**src/sv/tcmb_pkg.sv**
```systemverilog
// Package for the terrain cell mesh builder: beat payload types, stage structs,
// fixed-point widths and the texture coordinate function.
// Depends on nothing; every other file imports it.
package tcmb_pkg;

  localparam int CoordW    = 24;
  localparam int ElevW     = 16;
  localparam int IdxW      = 7;
  localparam int AbsW      = 16;
  localparam int SqW       = 32;
  localparam int DenW      = 33;
  localparam int DivSteps  = 30;
  localparam int DivQuoW   = DivSteps + 1;
  localparam int SqrtSteps = 16;
  localparam int RootW     = 16;
  localparam int RemW      = 18;
  localparam int TexW      = 15;
  localparam int NormW     = 16;
  localparam int Lanes     = 3;
  localparam int LaneX     = 0;
  localparam int LaneY     = 1;
  localparam int LaneZ     = 2;

  // round(n * 16384 / 99) as floor((n * 16384 + 49) * ceil(2^28 / 99) / 2^28).
  localparam logic [21:0] TexRecip = 22'd2711470;
  localparam logic [21:0] TexHalf  = 22'd49;
  localparam int          TexShift = 28;

  localparam logic [2:0] AddrNorth = 3'd0;
  localparam logic [2:0] AddrEast  = 3'd4;

  typedef struct packed {
    logic [IdxW-1:0]         cell_row;
    logic [IdxW-1:0]         cell_col;
    logic signed [ElevW-1:0] elev_a;
    logic signed [ElevW-1:0] elev_b;
    logic signed [ElevW-1:0] elev_c;
    logic signed [ElevW-1:0] elev_d;
  } in_t;

  typedef struct packed {
    logic signed [CoordW-1:0] corner_east;
    logic signed [CoordW-1:0] corner_north;
    logic signed [NormW-1:0]  normal_x;
    logic signed [NormW-1:0]  normal_y;
    logic signed [NormW-1:0]  normal_z;
    logic [TexW-1:0]          tex_u_near;
    logic [TexW-1:0]          tex_v_near;
    logic [TexW-1:0]          tex_u_far;
    logic [TexW-1:0]          tex_v_far;
    logic signed [ElevW-1:0]  far_elevation;
  } out_t;

  // Fields that ride alongside the normal datapath.
  typedef struct packed {
    logic [CoordW-1:0] corner_east;
    logic [CoordW-1:0] corner_north;
    logic [TexW-1:0]   tex_u_near;
    logic [TexW-1:0]   tex_v_near;
    logic [TexW-1:0]   tex_u_far;
    logic [TexW-1:0]   tex_v_far;
    logic [ElevW-1:0]  far_elevation;
    logic              neg_x;
    logic              neg_z;
  } side_t;

  // Divider lane start: integer quotient bit, remainder and divisor.
  typedef struct packed {
    logic            qi;
    logic [DenW-1:0] rem;
    logic [DenW-1:0] den;
  } lane_t;

  typedef struct packed {
    logic [CoordW-1:0] origin_north;
    logic [CoordW-1:0] origin_east;
  } origin_t;

  function automatic logic [TexW-1:0] tex_q14(input logic [7:0] n);
    logic [21:0] x;
    logic [43:0] p;
    x = {n, 14'b0} + TexHalf;
    p = 44'(x) * 44'(TexRecip);
    return p[TexShift +: TexW];
  endfunction

endpackage

```
**src/sv/tcmb_cfg.sv**
```systemverilog
// APB-style register file holding the grid origin.
// Depends on tcmb_pkg for widths, addresses and the origin struct.
module tcmb_cfg (
  input  logic              clk,
  input  logic              rst_n,
  input  logic              psel,
  input  logic              penable,
  input  logic              pwrite,
  input  logic [2:0]        paddr,
  input  logic [31:0]       pwdata,
  output logic [31:0]       prdata,
  output logic              pready,
  output tcmb_pkg::origin_t origin
);
  import tcmb_pkg::*;

  logic [CoordW-1:0] north_r;
  logic [CoordW-1:0] east_r;
  logic              wr;

  assign pready = 1'b1;
  assign wr     = psel && penable && pwrite;

  // Low address bits are ignored; bit 2 picks the register.
  always_ff @(posedge clk) begin
    if (!rst_n) begin
      north_r <= '0;
      east_r  <= '0;
    end else if (wr) begin
      if (paddr[2] == AddrEast[2]) begin
        east_r <= pwdata[CoordW-1:0];
      end else begin
        north_r <= pwdata[CoordW-1:0];
      end
    end
  end

  always_comb begin
    if (paddr[2] == AddrEast[2]) begin
      prdata = {{(32-CoordW){1'b0}}, east_r};
    end else begin
      prdata = {{(32-CoordW){1'b0}}, north_r};
    end
  end

  assign origin.origin_north = north_r;
  assign origin.origin_east  = east_r;

endmodule

```
**config.mk**
```make
export PLATFORM = sky130hd
export DESIGN_NAME = tcmb_cfg
export DESIGN_NICKNAME = d
export VERILOG_FILES = /design/src/sv/tcmb_pkg.sv /design/src/sv/tcmb_cfg.sv
export SDC_FILE = /design/constraint.sdc
export NUM_CORES = 1
export LEC_CHECK = 0
export ABC_CLOCK_PERIOD_IN_PS = 1900
export BUFFER_PORTS_ARGS = -buffer_cell sky130_fd_sc_hd__buf_2
export CAP_MARGIN = 20
export CORE_UTILIZATION = 44
export CTS_CLUSTER_SIZE = 14
export DETAILED_ROUTE_END_ITERATION = 6
export PLACE_DENSITY = 0.79
export SLEW_MARGIN = 25
export SYNTH_ARGS = -nofsm -noshare
export SYNTH_HDL_FRONTEND = slang
export SYNTH_SLANG_ARGS = --single-unit
```
**constraint.sdc**
```tcl
create_clock -name clk -period 1.9 [get_ports clk]
set_input_delay 0.57 -clock clk [delete_from_list [all_inputs] [get_ports clk]]
set_output_delay 0.57 -clock clk [all_outputs]
set_load 0.1 [all_outputs]
```
==> impl_metrics.env, run 1 <==
export IMPL_status="finished, final reports clean"
export IMPL_cp_end_kind="primary output"
export IMPL_num_antenna_cells=0
export IMPL_finalWeightedCongestion=0.7048
export IMPL_wl_um=5311
export IMPL_ys_ff_latch=48
export IMPL_hpwl_um=3737
export IMPL_drtIter0Drc=98
export IMPL_synth_area_leader_cell="dfxtp_1"
export IMPL_ys_seq_area_share_pct=43.91
export IMPL_synth_edff_count=0
export IMPL_p_switching_mw=0.7752
export IMPL_track_usage_pct=20.22
export IMPL_worstPathRequired_ns=1.33
export IMPL_fin_util_pct=71.55
export IMPL_dr_pass1_iters=4
export IMPL_total_power_mw=2.262
export IMPL_slew_violations=0
export IMPL_route_detailed_vias_per_inst=4.811
export IMPL_post_place_ws_ns=-0.1188
export IMPL_power_frac_seq_pct=46.3
export IMPL_row_count=25
export IMPL_worstSetupPathType="in -> out"
export IMPL_areaGrowthSynthToFinish_pct=55.46
export IMPL_max_vdd_ir_drop_mv=0.4218
export IMPL_antenna_found_initial=0
export IMPL_synthTopCellsByArea="dfxtp_1 44%, mux2i_1 22%, nand2_1 12%, mux2_2 12%, buf_4 3.8%"
export IMPL_die_h_um=72.53
export IMPL_ys_warn_count=0
export IMPL_pwr_share_comb_pct=26.7
export IMPL_postCtsSetupRepairBufs=0
export IMPL_gr_total_overflow=0
export IMPL_cp_arrival_ns=1.33
export IMPL_cts_root_buf="clkbuf_8"
export IMPL_synthTopCellsByCount="72 x nand2_1, 48 x dfxtp_1, 48 x mux2i_1"
export IMPL_pin_count=121
export IMPL_ant_nets=0
export IMPL_numCtsBuffers=5
export IMPL_finalCriticalPeriod_ns=1.899
export IMPL_portBuffers=101
export IMPL_syn_cell_area_um2=2188
export IMPL_syn_inst=221
export IMPL_grt_max_degree=73
export IMPL_final_layout_size_suffix_gt1_share_pct=59.56
export IMPL_clk_latency_ns=0.28
export IMPL_cts_sinks=48
export IMPL_startpoint_type="input port"
export IMPL_grt_pass1_wl_um=8114
export IMPL_start_util_pct=46.03
export IMPL_grt_pass1_vias=1822
export IMPL_max_cap_violations=0
export IMPL_cp_max_fo=7
export IMPL_swShare_pct=34.28
export IMPL_timing_fmax_ghz=0.5266
export IMPL_nets=358
export IMPL_p_leak_nw=1.717
export IMPL_clkPwrFrac_pct=27.0
export IMPL_fp_dieW_um=72.53
export IMPL_grt_setup_unrepaired="yes"
export IMPL_hold_viol=0
export IMPL_synth_top_cell_area_share_pct=43.91
export IMPL_finClkSkew_ns=0
export IMPL_internal_power_mw=1.486
export IMPL_cts_buffer_depth=2
export IMPL_finalSetupTns_ns=0
export IMPL_ys_types=12
export IMPL_vias=1857
export IMPL_async_flop_share_pct=0
export IMPL_cts_clk_slew_worst_paths_ns=0.08
export IMPL_synth_most_common_cell="nand2_1"
export IMPL_fin_ws_ns=0.001118
export IMPL_drc_errors=0
export IMPL_hp_class="reg -> reg"
export IMPL_timing_hold_ws_ns=0.4641
export IMPL_num_fill_cells=370
export IMPL_setup_viol=0
export IMPL_ys_flop_type="dfxtp_1"
export IMPL_finalCritPeriodShare_pct=99.94
export IMPL_postCtsHoldBufs=0
export IMPL_dieArea_um2=5260
export IMPL_wl_per_cell_um=13.76
export IMPL_avgSynthCellArea_um2=9.902
export IMPL_htreeDepth=2
export IMPL_coreArea_um2=4755
export IMPL_cts_tree="done"
export IMPL_power_density_nw_per_um2=664.8
-- registers in the layout, summed over array words and instances, names as in the netlist --
register  flops
east_r       24
north_r      24
-- layout by cell type, fill, tap and decap left out --
cell type	netlist	final
mux2i_1	48	48
conb_1	2	9
nand4_2	1	1
buf_12	0	30
and4b_2	0	1
buf_16	0	2
dfxtp_2	0	48
clkinv_2	0	2
nand2_1	72	72
clkbuf_8	0	6
buf_2	3	76
mux2_4	0	24
-- worst paths after layout --
check / startpoint / to / slack [ns] / cells past startpoint
worst max-delay path: paddr[2] / prdata[11] / 0.001 / 4
worst max register to register: east_r[6]$_SDFFE_PN0P_ / east_r[6]$_SDFFE_PN0P_ / 1.24 / 2
worst min-delay path: north_r[1]$_SDFFE_PN0P_ / north_r[1]$_SDFFE_PN0P_ / 0.46 / 2
worst min register to register: north_r[1]$_SDFFE_PN0P_ / north_r[1]$_SDFFE_PN0P_ / 0.46 / 2
-- cell type report --
type | count | area, µm² | area share [%]
timing repair buffer | 108 | 1036 | 30.45
multi-input combinational | 155 | 1169 | 34.35
clock inverter | 2 | 10.01 | 0.2942
tap | 67 | 83.83 | 2.464
clock buffer | 6 | 82.58 | 2.427
sequential | 48 | 1021 | 30.01
-- kinds of logic (layout without fill, tap and decap cells) --
logic type	Yosys count	count (layout)	share of synthesized area [%]
buffers and inverters	25	116	8.062
DFF	48	48	43.91
and+or+nand+nor	74	74	13.38
other	2	9	0.3432
muxes	72	72	34.31
-- critical path, cell delays in order --
cell    delay, ns
buf_12       0.12
buf_12       0.14
mux2_4       0.31
buf_12       0.17
-- routing by layer --
metal / global-route usage [%] / share of wire [%] / up-vias
met5: 0 / 0 / -
met4: 7.190 / 1.1 / 0
met3: 3.750 / 4.3 / 6
met2: 38.84 / 54 / 58
met1: 21.87 / 40 / 887
li1: - / - / 906
-- power groups by stage --
| stage | combinational, mW | sequential, mW | clock (mW) |
|---|---|---|---|
| after global routing | 0.624 | 1.05 | 0.656 |
| after detailed placement | 0.584 | 1.07 | 0 |
| after global placement | 0.577 | 1.07 | 0 |
| final | 0.604 | 1.05 | 0.610 |
| after floorplan | 0.304 | 1.23 | 0 |
| after CTS | 0.607 | 1.05 | 0.619 |
-- per-stage QoR --
step                instance area [µm²]  cells
CTS                                3402    386
finish                             3402    386
global placement                   3224    376
global route                       3402    386
detailed placement                 3224    376
floorplan                          2355    228
-- timing repair --
item	4_1_cts	5_1_grt
gates resized for setup	10	0
pin swaps	0	0
cloned	2	0
setup endpoints to repair	24	9
(Power assumes the default switching activity.)
==> run 2: changes to the inputs <==
--- a/config.mk
+++ b/config.mk
@@ -8,10 +8,10 @@
 export ABC_CLOCK_PERIOD_IN_PS = 1900
 export BUFFER_PORTS_ARGS = -buffer_cell sky130_fd_sc_hd__buf_2
 export CAP_MARGIN = 20
-export CORE_UTILIZATION = 44
+export CORE_UTILIZATION = 40
 export CTS_CLUSTER_SIZE = 14
 export DETAILED_ROUTE_END_ITERATION = 6
-export PLACE_DENSITY = 0.79
+export PLACE_DENSITY = 0.73
 export SLEW_MARGIN = 25
 export SYNTH_ARGS = -nofsm -noshare
 export SYNTH_HDL_FRONTEND = slang
==> run 2 against run 1 <==
  * Largest cell class unchanged
  * Critical path type unchanged
  * Clock skew unchanged
  * Core utilization shrank 4.7 points
  * Hold slack improved by 0.0032 ns
  * Critical endpoint is now prdata[5]
  * The flow now finishes with violations (negative setup slack)
==> impl_metrics.env, run 2 (synthesis gave the netlist of run 1 again) <==
export IMPL_critPathSlowestCell="mux2_4"
export IMPL_finalWeightedCongestion=0.7415
export IMPL_postCtsHoldBufs=0
export IMPL_path_buf_inv=3
export IMPL_worstPathRequired_ns=1.33
export IMPL_post_place_ws_ns=-0.1035
export IMPL_dr_pass1_iters=4
export IMPL_top_layer="met4"
export IMPL_nets=359
export IMPL_final_common_cell="buf_2"
export IMPL_fp_dieW_um=75.97
export IMPL_route_met3_wl_um=211
export IMPL_portBuffers=101
export IMPL_critPathMostFrequentCell="buf_12"
export IMPL_drc_errors=0
export IMPL_max_vdd_ir_drop_mv=0.4701
export IMPL_multiInputGateArea_um2=1169
export IMPL_status="finished with violations"
export IMPL_antenna_found_initial=0
export IMPL_p_leak_nw=1.739
export IMPL_areaGrowthSynthToFinish_pct=58.09
export IMPL_largestRegisters="east_r (24), north_r (24)"
export IMPL_row_count=26
export IMPL_violations="negative setup slack"
export IMPL_wl_um=5275
export IMPL_coreArea_um2=5172
export IMPL_clk_latency_ns=0.29
export IMPL_slowest_delay_ns=0.31
export IMPL_wl_per_cell_um=13.53
export IMPL_grt_max_degree=73
export IMPL_timing_fmax_ghz=0.5255
export IMPL_critical_path_top_delay_family="buffers and inverters"
export IMPL_slew_violations=0
export IMPL_final_area_um2=3460
export IMPL_cp_end_kind="primary output"
export IMPL_numCtsBuffers=5
export IMPL_dieArea_um2=5771
export IMPL_fin_ws_ns=-0.002849
export IMPL_placed_area_um2=3248
export IMPL_cp_max_fo=7
export IMPL_grt_setup_unrepaired="yes"
export IMPL_postCtsSetupRepairBufs=0
export IMPL_worstSetupPathType="in -> out"
export IMPL_cts_root_buf="clkbuf_8"
export IMPL_hp_class="reg -> reg"
export IMPL_mostFrequentLayoutCells="76 x buf_2, 72 x nand2_1, 48 x mux2i_1, 48 x dfxtp_2, 31 x buf_12"
export IMPL_gr_total_overflow=0
export IMPL_hold_viol=0
export IMPL_die_h_um=75.97
export IMPL_ant_nets=0
export IMPL_setup_viol=2
export IMPL_max_cap_violations=0
export IMPL_cp_arrival_ns=1.33
export IMPL_fin_util_pct=66.88
export IMPL_path_cells="buf_12, buf_12, mux2_4, buf_12"
export IMPL_startpoint_type="input port"
export IMPL_final_layout_size_suffix_gt1_share_pct=59.69
export IMPL_num_antenna_cells=0
export IMPL_cts_sinks=48
export IMPL_pin_count=121
export IMPL_wl_met1_um=2307
export IMPL_vias=1827
export IMPL_cts_buffer_depth=2
export IMPL_finalCriticalPeriod_ns=1.903
export IMPL_hpwl_um=3616
export IMPL_track_usage_pct=18.78
export IMPL_htreeDepth=2
export IMPL_power_density_nw_per_um2=706.3
export IMPL_seq_area_um2=1021
export IMPL_grt_pass1_wl_um=8652
export IMPL_num_fill_cells=395
export IMPL_route_detailed_vias_per_inst=4.685
export IMPL_finClkSkew_ns=0
export IMPL_finalCritPeriodShare_pct=100.1
export IMPL_wl_met2_um=2715
export IMPL_drtIter0Drc=85
export IMPL_cts_tree="done"
export IMPL_grt_pass1_vias=1796
export IMPL_start_util_pct=42.31
export IMPL_cts_clk_slew_worst_paths_ns=0.08
run 2: cell types whose count changed in the layout (fill, tap and decap cells not counted):
cell,delta
clkinv_2,-2
buf_12,+1
bufinv_16,+1
clkbuf_8,+1
run 2: power by group:
part           switching, mW  leakage (nW)  total [mW]  internal [mW]
Sequential            0.0167         0.412        1.05           1.03
Combinational          0.440          1.26       0.606          0.166
Clock                  0.325        0.0645       0.789          0.464
run 2: through the flow:
step	total power [mW]	hold WS, ns	setup TNS [ns]	cells
4_1_cts	2.471	0.4702	-0.01158	390
2_1_floorplan	1.535	0.6868	0	228
5_1_grt	2.546	0.4919	-0.06937	390
3_5_place_dp	1.658	0.4573	-1.486	380
3_3_place_gp	1.650	0.4479	-1.279	380
6_report	2.444	0.4673	-0.005315	390
run 2: worst min-delay path, stage by stage, from the launching register on:
cell and delay [ns]:
dfxtp_2 0.33, nand2_1 0.05, mux2i_1 0.05
run 2: what timing repair did:
action,CTS,global route
setup endpoints to repair,24,18
endpoints found under the hold margin,0,0
resized for setup,10,0
gates cloned,2,0
run 2: layer usage:
metal  vias up  GRT usage (%)
li1        909              -
met1       859          22.42
met2        57          33.73
met3         2          3.976
met4         0          5.385
met5         -              0
run 2: area by class of cell:
| cell class | instances | area share (%) |
|---|---|---|
| Timing Repair Buffer | 109 | 30.52 |
| Clock inverter | 1 | 0.8680 |
| Tap cell | 70 | 2.532 |
| Clock buffer | 7 | 2.785 |
| Multi-Input combinational cell | 155 | 33.78 |
| Sequential cell | 48 | 29.51 |
run 2: final timing paths:
path | cells after the start | end | startpoint | slack [ns]
worst max-delay path | 4 | prdata[5] | paddr[2] | -0.003
worst min-delay path | 2 | east_r[1]$_SDFFE_PN0P_ | east_r[1]$_SDFFE_PN0P_ | 0.47
worst max register to register | 2 | east_r[0]$_SDFFE_PN0P_ | east_r[0]$_SDFFE_PN0P_ | 1.27
worst min register to register | 2 | east_r[1]$_SDFFE_PN0P_ | east_r[1]$_SDFFE_PN0P_ | 0.47
==> run 3: changes to the inputs <==
--- a/config.mk
+++ b/config.mk
@@ -8,11 +8,12 @@
 export ABC_CLOCK_PERIOD_IN_PS = 1900
 export BUFFER_PORTS_ARGS = -buffer_cell sky130_fd_sc_hd__buf_2
 export CAP_MARGIN = 20
+export CORE_ASPECT_RATIO = 1.1
 export CORE_UTILIZATION = 40
 export CTS_CLUSTER_SIZE = 14
 export DETAILED_ROUTE_END_ITERATION = 6
 export PLACE_DENSITY = 0.73
-export SLEW_MARGIN = 25
+export SLEW_MARGIN = 15
 export SYNTH_ARGS = -nofsm -noshare
 export SYNTH_HDL_FRONTEND = slang
 export SYNTH_SLANG_ARGS = --single-unit
==> run 3 against run 2 <==
  * The run still ends with negative setup slack left
  * Design area is 0.36% lower
  * Sequential share of layout area increased by 0.11 points
  * Count of clock-buffer cells in the layout down 1
  * Flip-flop and latch count unchanged
  * Hold slack worse by 0.0017 ns
  * Global-route usage fell by 0.23 points
  * Die area about the same
  * Combinational power about the same
  * Via count is 0.99% higher
  * Maximum frequency barely moved
  * Critical path type unchanged
  * Critical endpoint is now prdata[19]
  * Largest cell class unchanged
  * Highest routed layer unchanged
==> impl_metrics.env, run 3 (synthesis gave the netlist of run 1 again) <==
export IMPL_dr_pass1_iters=4
export IMPL_mostFrequentLayoutCells="76 x buf_2, 72 x nand2_1, 48 x mux2i_1, 48 x dfxtp_2, 31 x buf_12"
export IMPL_hold_viol=0
export IMPL_cts_sinks=48
export IMPL_cts_tree="done"
export IMPL_die_h_um=79.58
export IMPL_finalCriticalPeriod_ns=1.902
export IMPL_place_inst=383
export IMPL_cts_root_buf="clkbuf_8"
export IMPL_violations="negative setup slack"
export IMPL_num_fill_cells=420
export IMPL_internal_power_mw=1.589
export IMPL_track_usage_pct=18.55
export IMPL_r2r_cells=2
export IMPL_worstPathRequired_ns=1.33
export IMPL_clkPwrFrac_pct=29.9
export IMPL_vias=1845
export IMPL_fin_util_pct=67.13
export IMPL_critPathMostFrequentCell="buf_12"
export IMPL_htreeDepth=2
export IMPL_finClkSkew_ns=0
export IMPL_worstSetupPathType="in -> out"
export IMPL_cts_clk_slew_worst_paths_ns=0.08
export IMPL_route_detailed_vias_per_inst=4.695
export IMPL_swShare_pct=32.71
export IMPL_slew_violations=0
export IMPL_wl_um=5282
export IMPL_clk_latency_ns=0.29
export IMPL_finalWeightedCongestion=0.7192
export IMPL_whs_path_depth=2
export IMPL_final_cells=393
export IMPL_cp_end_kind="primary output"
export IMPL_status="finished with violations"
export IMPL_grt_setup_unrepaired="yes"
export IMPL_final_layout_size_suffix_gt1_share_pct=59.50
export IMPL_placed_area_um2=3258
export IMPL_fin_ws_ns=-0.002150
export IMPL_largestRegisters="east_r (24), north_r (24)"
export IMPL_dieArea_um2=5771
export IMPL_start_util_pct=42.62
export IMPL_critPathSlowestCell="mux2_4"
export IMPL_grt_pass1_vias=1767
export IMPL_ant_nets=0
export IMPL_fp_dieW_um=72.53
export IMPL_final_common_cell="buf_2"
export IMPL_cts_buffer_depth=2
export IMPL_drc_errors=0
export IMPL_antenna_found_initial=0
export IMPL_wl_per_cell_um=13.44
export IMPL_finalCritPeriodShare_pct=100.1
export IMPL_grt_max_degree=73
export IMPL_cp_arrival_ns=1.33
export IMPL_numCtsBuffers=5
export IMPL_cp_max_fo=7
export IMPL_coreArea_um2=5135
export IMPL_hp_class="reg -> reg"
export IMPL_hpwl_um=3722
export IMPL_drtIter0Drc=83
export IMPL_nets=360
export IMPL_grt_pass1_wl_um=8293
export IMPL_areaGrowthSynthToFinish_pct=57.52
export IMPL_power_density_nw_per_um2=685.1
export IMPL_max_vdd_ir_drop_mv=0.3846
export IMPL_final_area_um2=3447
export IMPL_finalSetupTns_ns=-0.004150
export IMPL_postCtsHoldBufs=0
export IMPL_pin_count=121
export IMPL_slowest_delay_ns=0.31
export IMPL_postCtsSetupRepairBufs=0
export IMPL_gr_total_overflow=0
export IMPL_num_antenna_cells=0
export IMPL_max_cap_violations=0
export IMPL_path_cells="buf_12, buf_12, mux2_4, buf_12"
export IMPL_timing_fmax_ghz=0.5257
export IMPL_portBuffers=101
export IMPL_row_count=27
export IMPL_p_leak_nw=1.732
export IMPL_setup_viol=2
export IMPL_startpoint_type="input port"
export IMPL_p_switching_mw=0.7725
export IMPL_power_frac_seq_pct=44.4
export IMPL_pwr_share_comb_pct=25.7
[run 3: cell types whose count changed in the layout (fill, tap and decap cells not counted), sizes merged]
cell / previous run / this run
buf: 109 / 110
clkbuf: 7 / 6
clkinv: 0 / 1
[run 3: final timing paths]
check / start / to / slack (ns)
hold reg to reg: east_r[3]$_SDFFE_PN0P_ / east_r[3]$_SDFFE_PN0P_ / 0.47
setup / recovery: paddr[2] / prdata[19] / -0.002
setup reg to reg: north_r[22]$_SDFFE_PN0P_ / north_r[22]$_SDFFE_PN0P_ / 1.27
hold / removal: east_r[3]$_SDFFE_PN0P_ / east_r[3]$_SDFFE_PN0P_ / 0.47
[run 3: power by group through the flow]
stage / clock network (mW) / registers, mW / logic (mW)
2_1_floorplan: 0 / 1.23 / 0.304
3_3_place_gp: 0 / 1.07 / 0.582
3_5_place_dp: 0 / 1.07 / 0.588
4_1_cts: 0.732 / 1.05 / 0.610
5_1_grt: 0.770 / 1.05 / 0.629
6_report: 0.707 / 1.05 / 0.607
[run 3: area by class of cell]
cell class              count  area [µm²]  area share [%]
repair buffers            110        1064           30.85
well taps                  72       90.09           2.613
flip-flops and latches     48        1021           29.62
clock buffers               6       72.57           2.105
multi-input cells         155        1165           33.79
clock inverters             2       35.03           1.016
[run 3: stage by stage]
step           setup WS [ns]  power [mW]  hold slack (ns)
6_report           -0.002150       2.361           0.4656
5_1_grt            -0.007555       2.450           0.4822
4_1_cts            -0.004566       2.389           0.4696
3_5_place_dp         -0.1242       1.660           0.4576
3_3_place_gp         -0.1034       1.652           0.4468
2_1_floorplan       0.009462       1.535           0.6868
[run 3: metal layers]
| layer | track usage (%) | vias up | part of all wire (%) | wire length [µm] |
|---|---|---|---|---|
| met3 | 3.662 | 2 | 4.8 | 255 |
| met4 | 6.471 | 0 | 0.78 | 41 |
| met1 | 21.47 | 871 | 42 | 2213 |
| met2 | 33.55 | 67 | 52 | 2771 |
| li1 | - | 905 | - | - |
| met5 | 0 | - | 0 | 0 |
[run 3: what timing repair did]
action	CTS	global route
endpoints found under the setup margin	23	14
resized for setup	9	0
cloned	2	0
[run 3: worst max-delay path: cells and delay by family]
kind	cells	cell delay, ns
buf+inv	3	0.44
mux	1	0.31
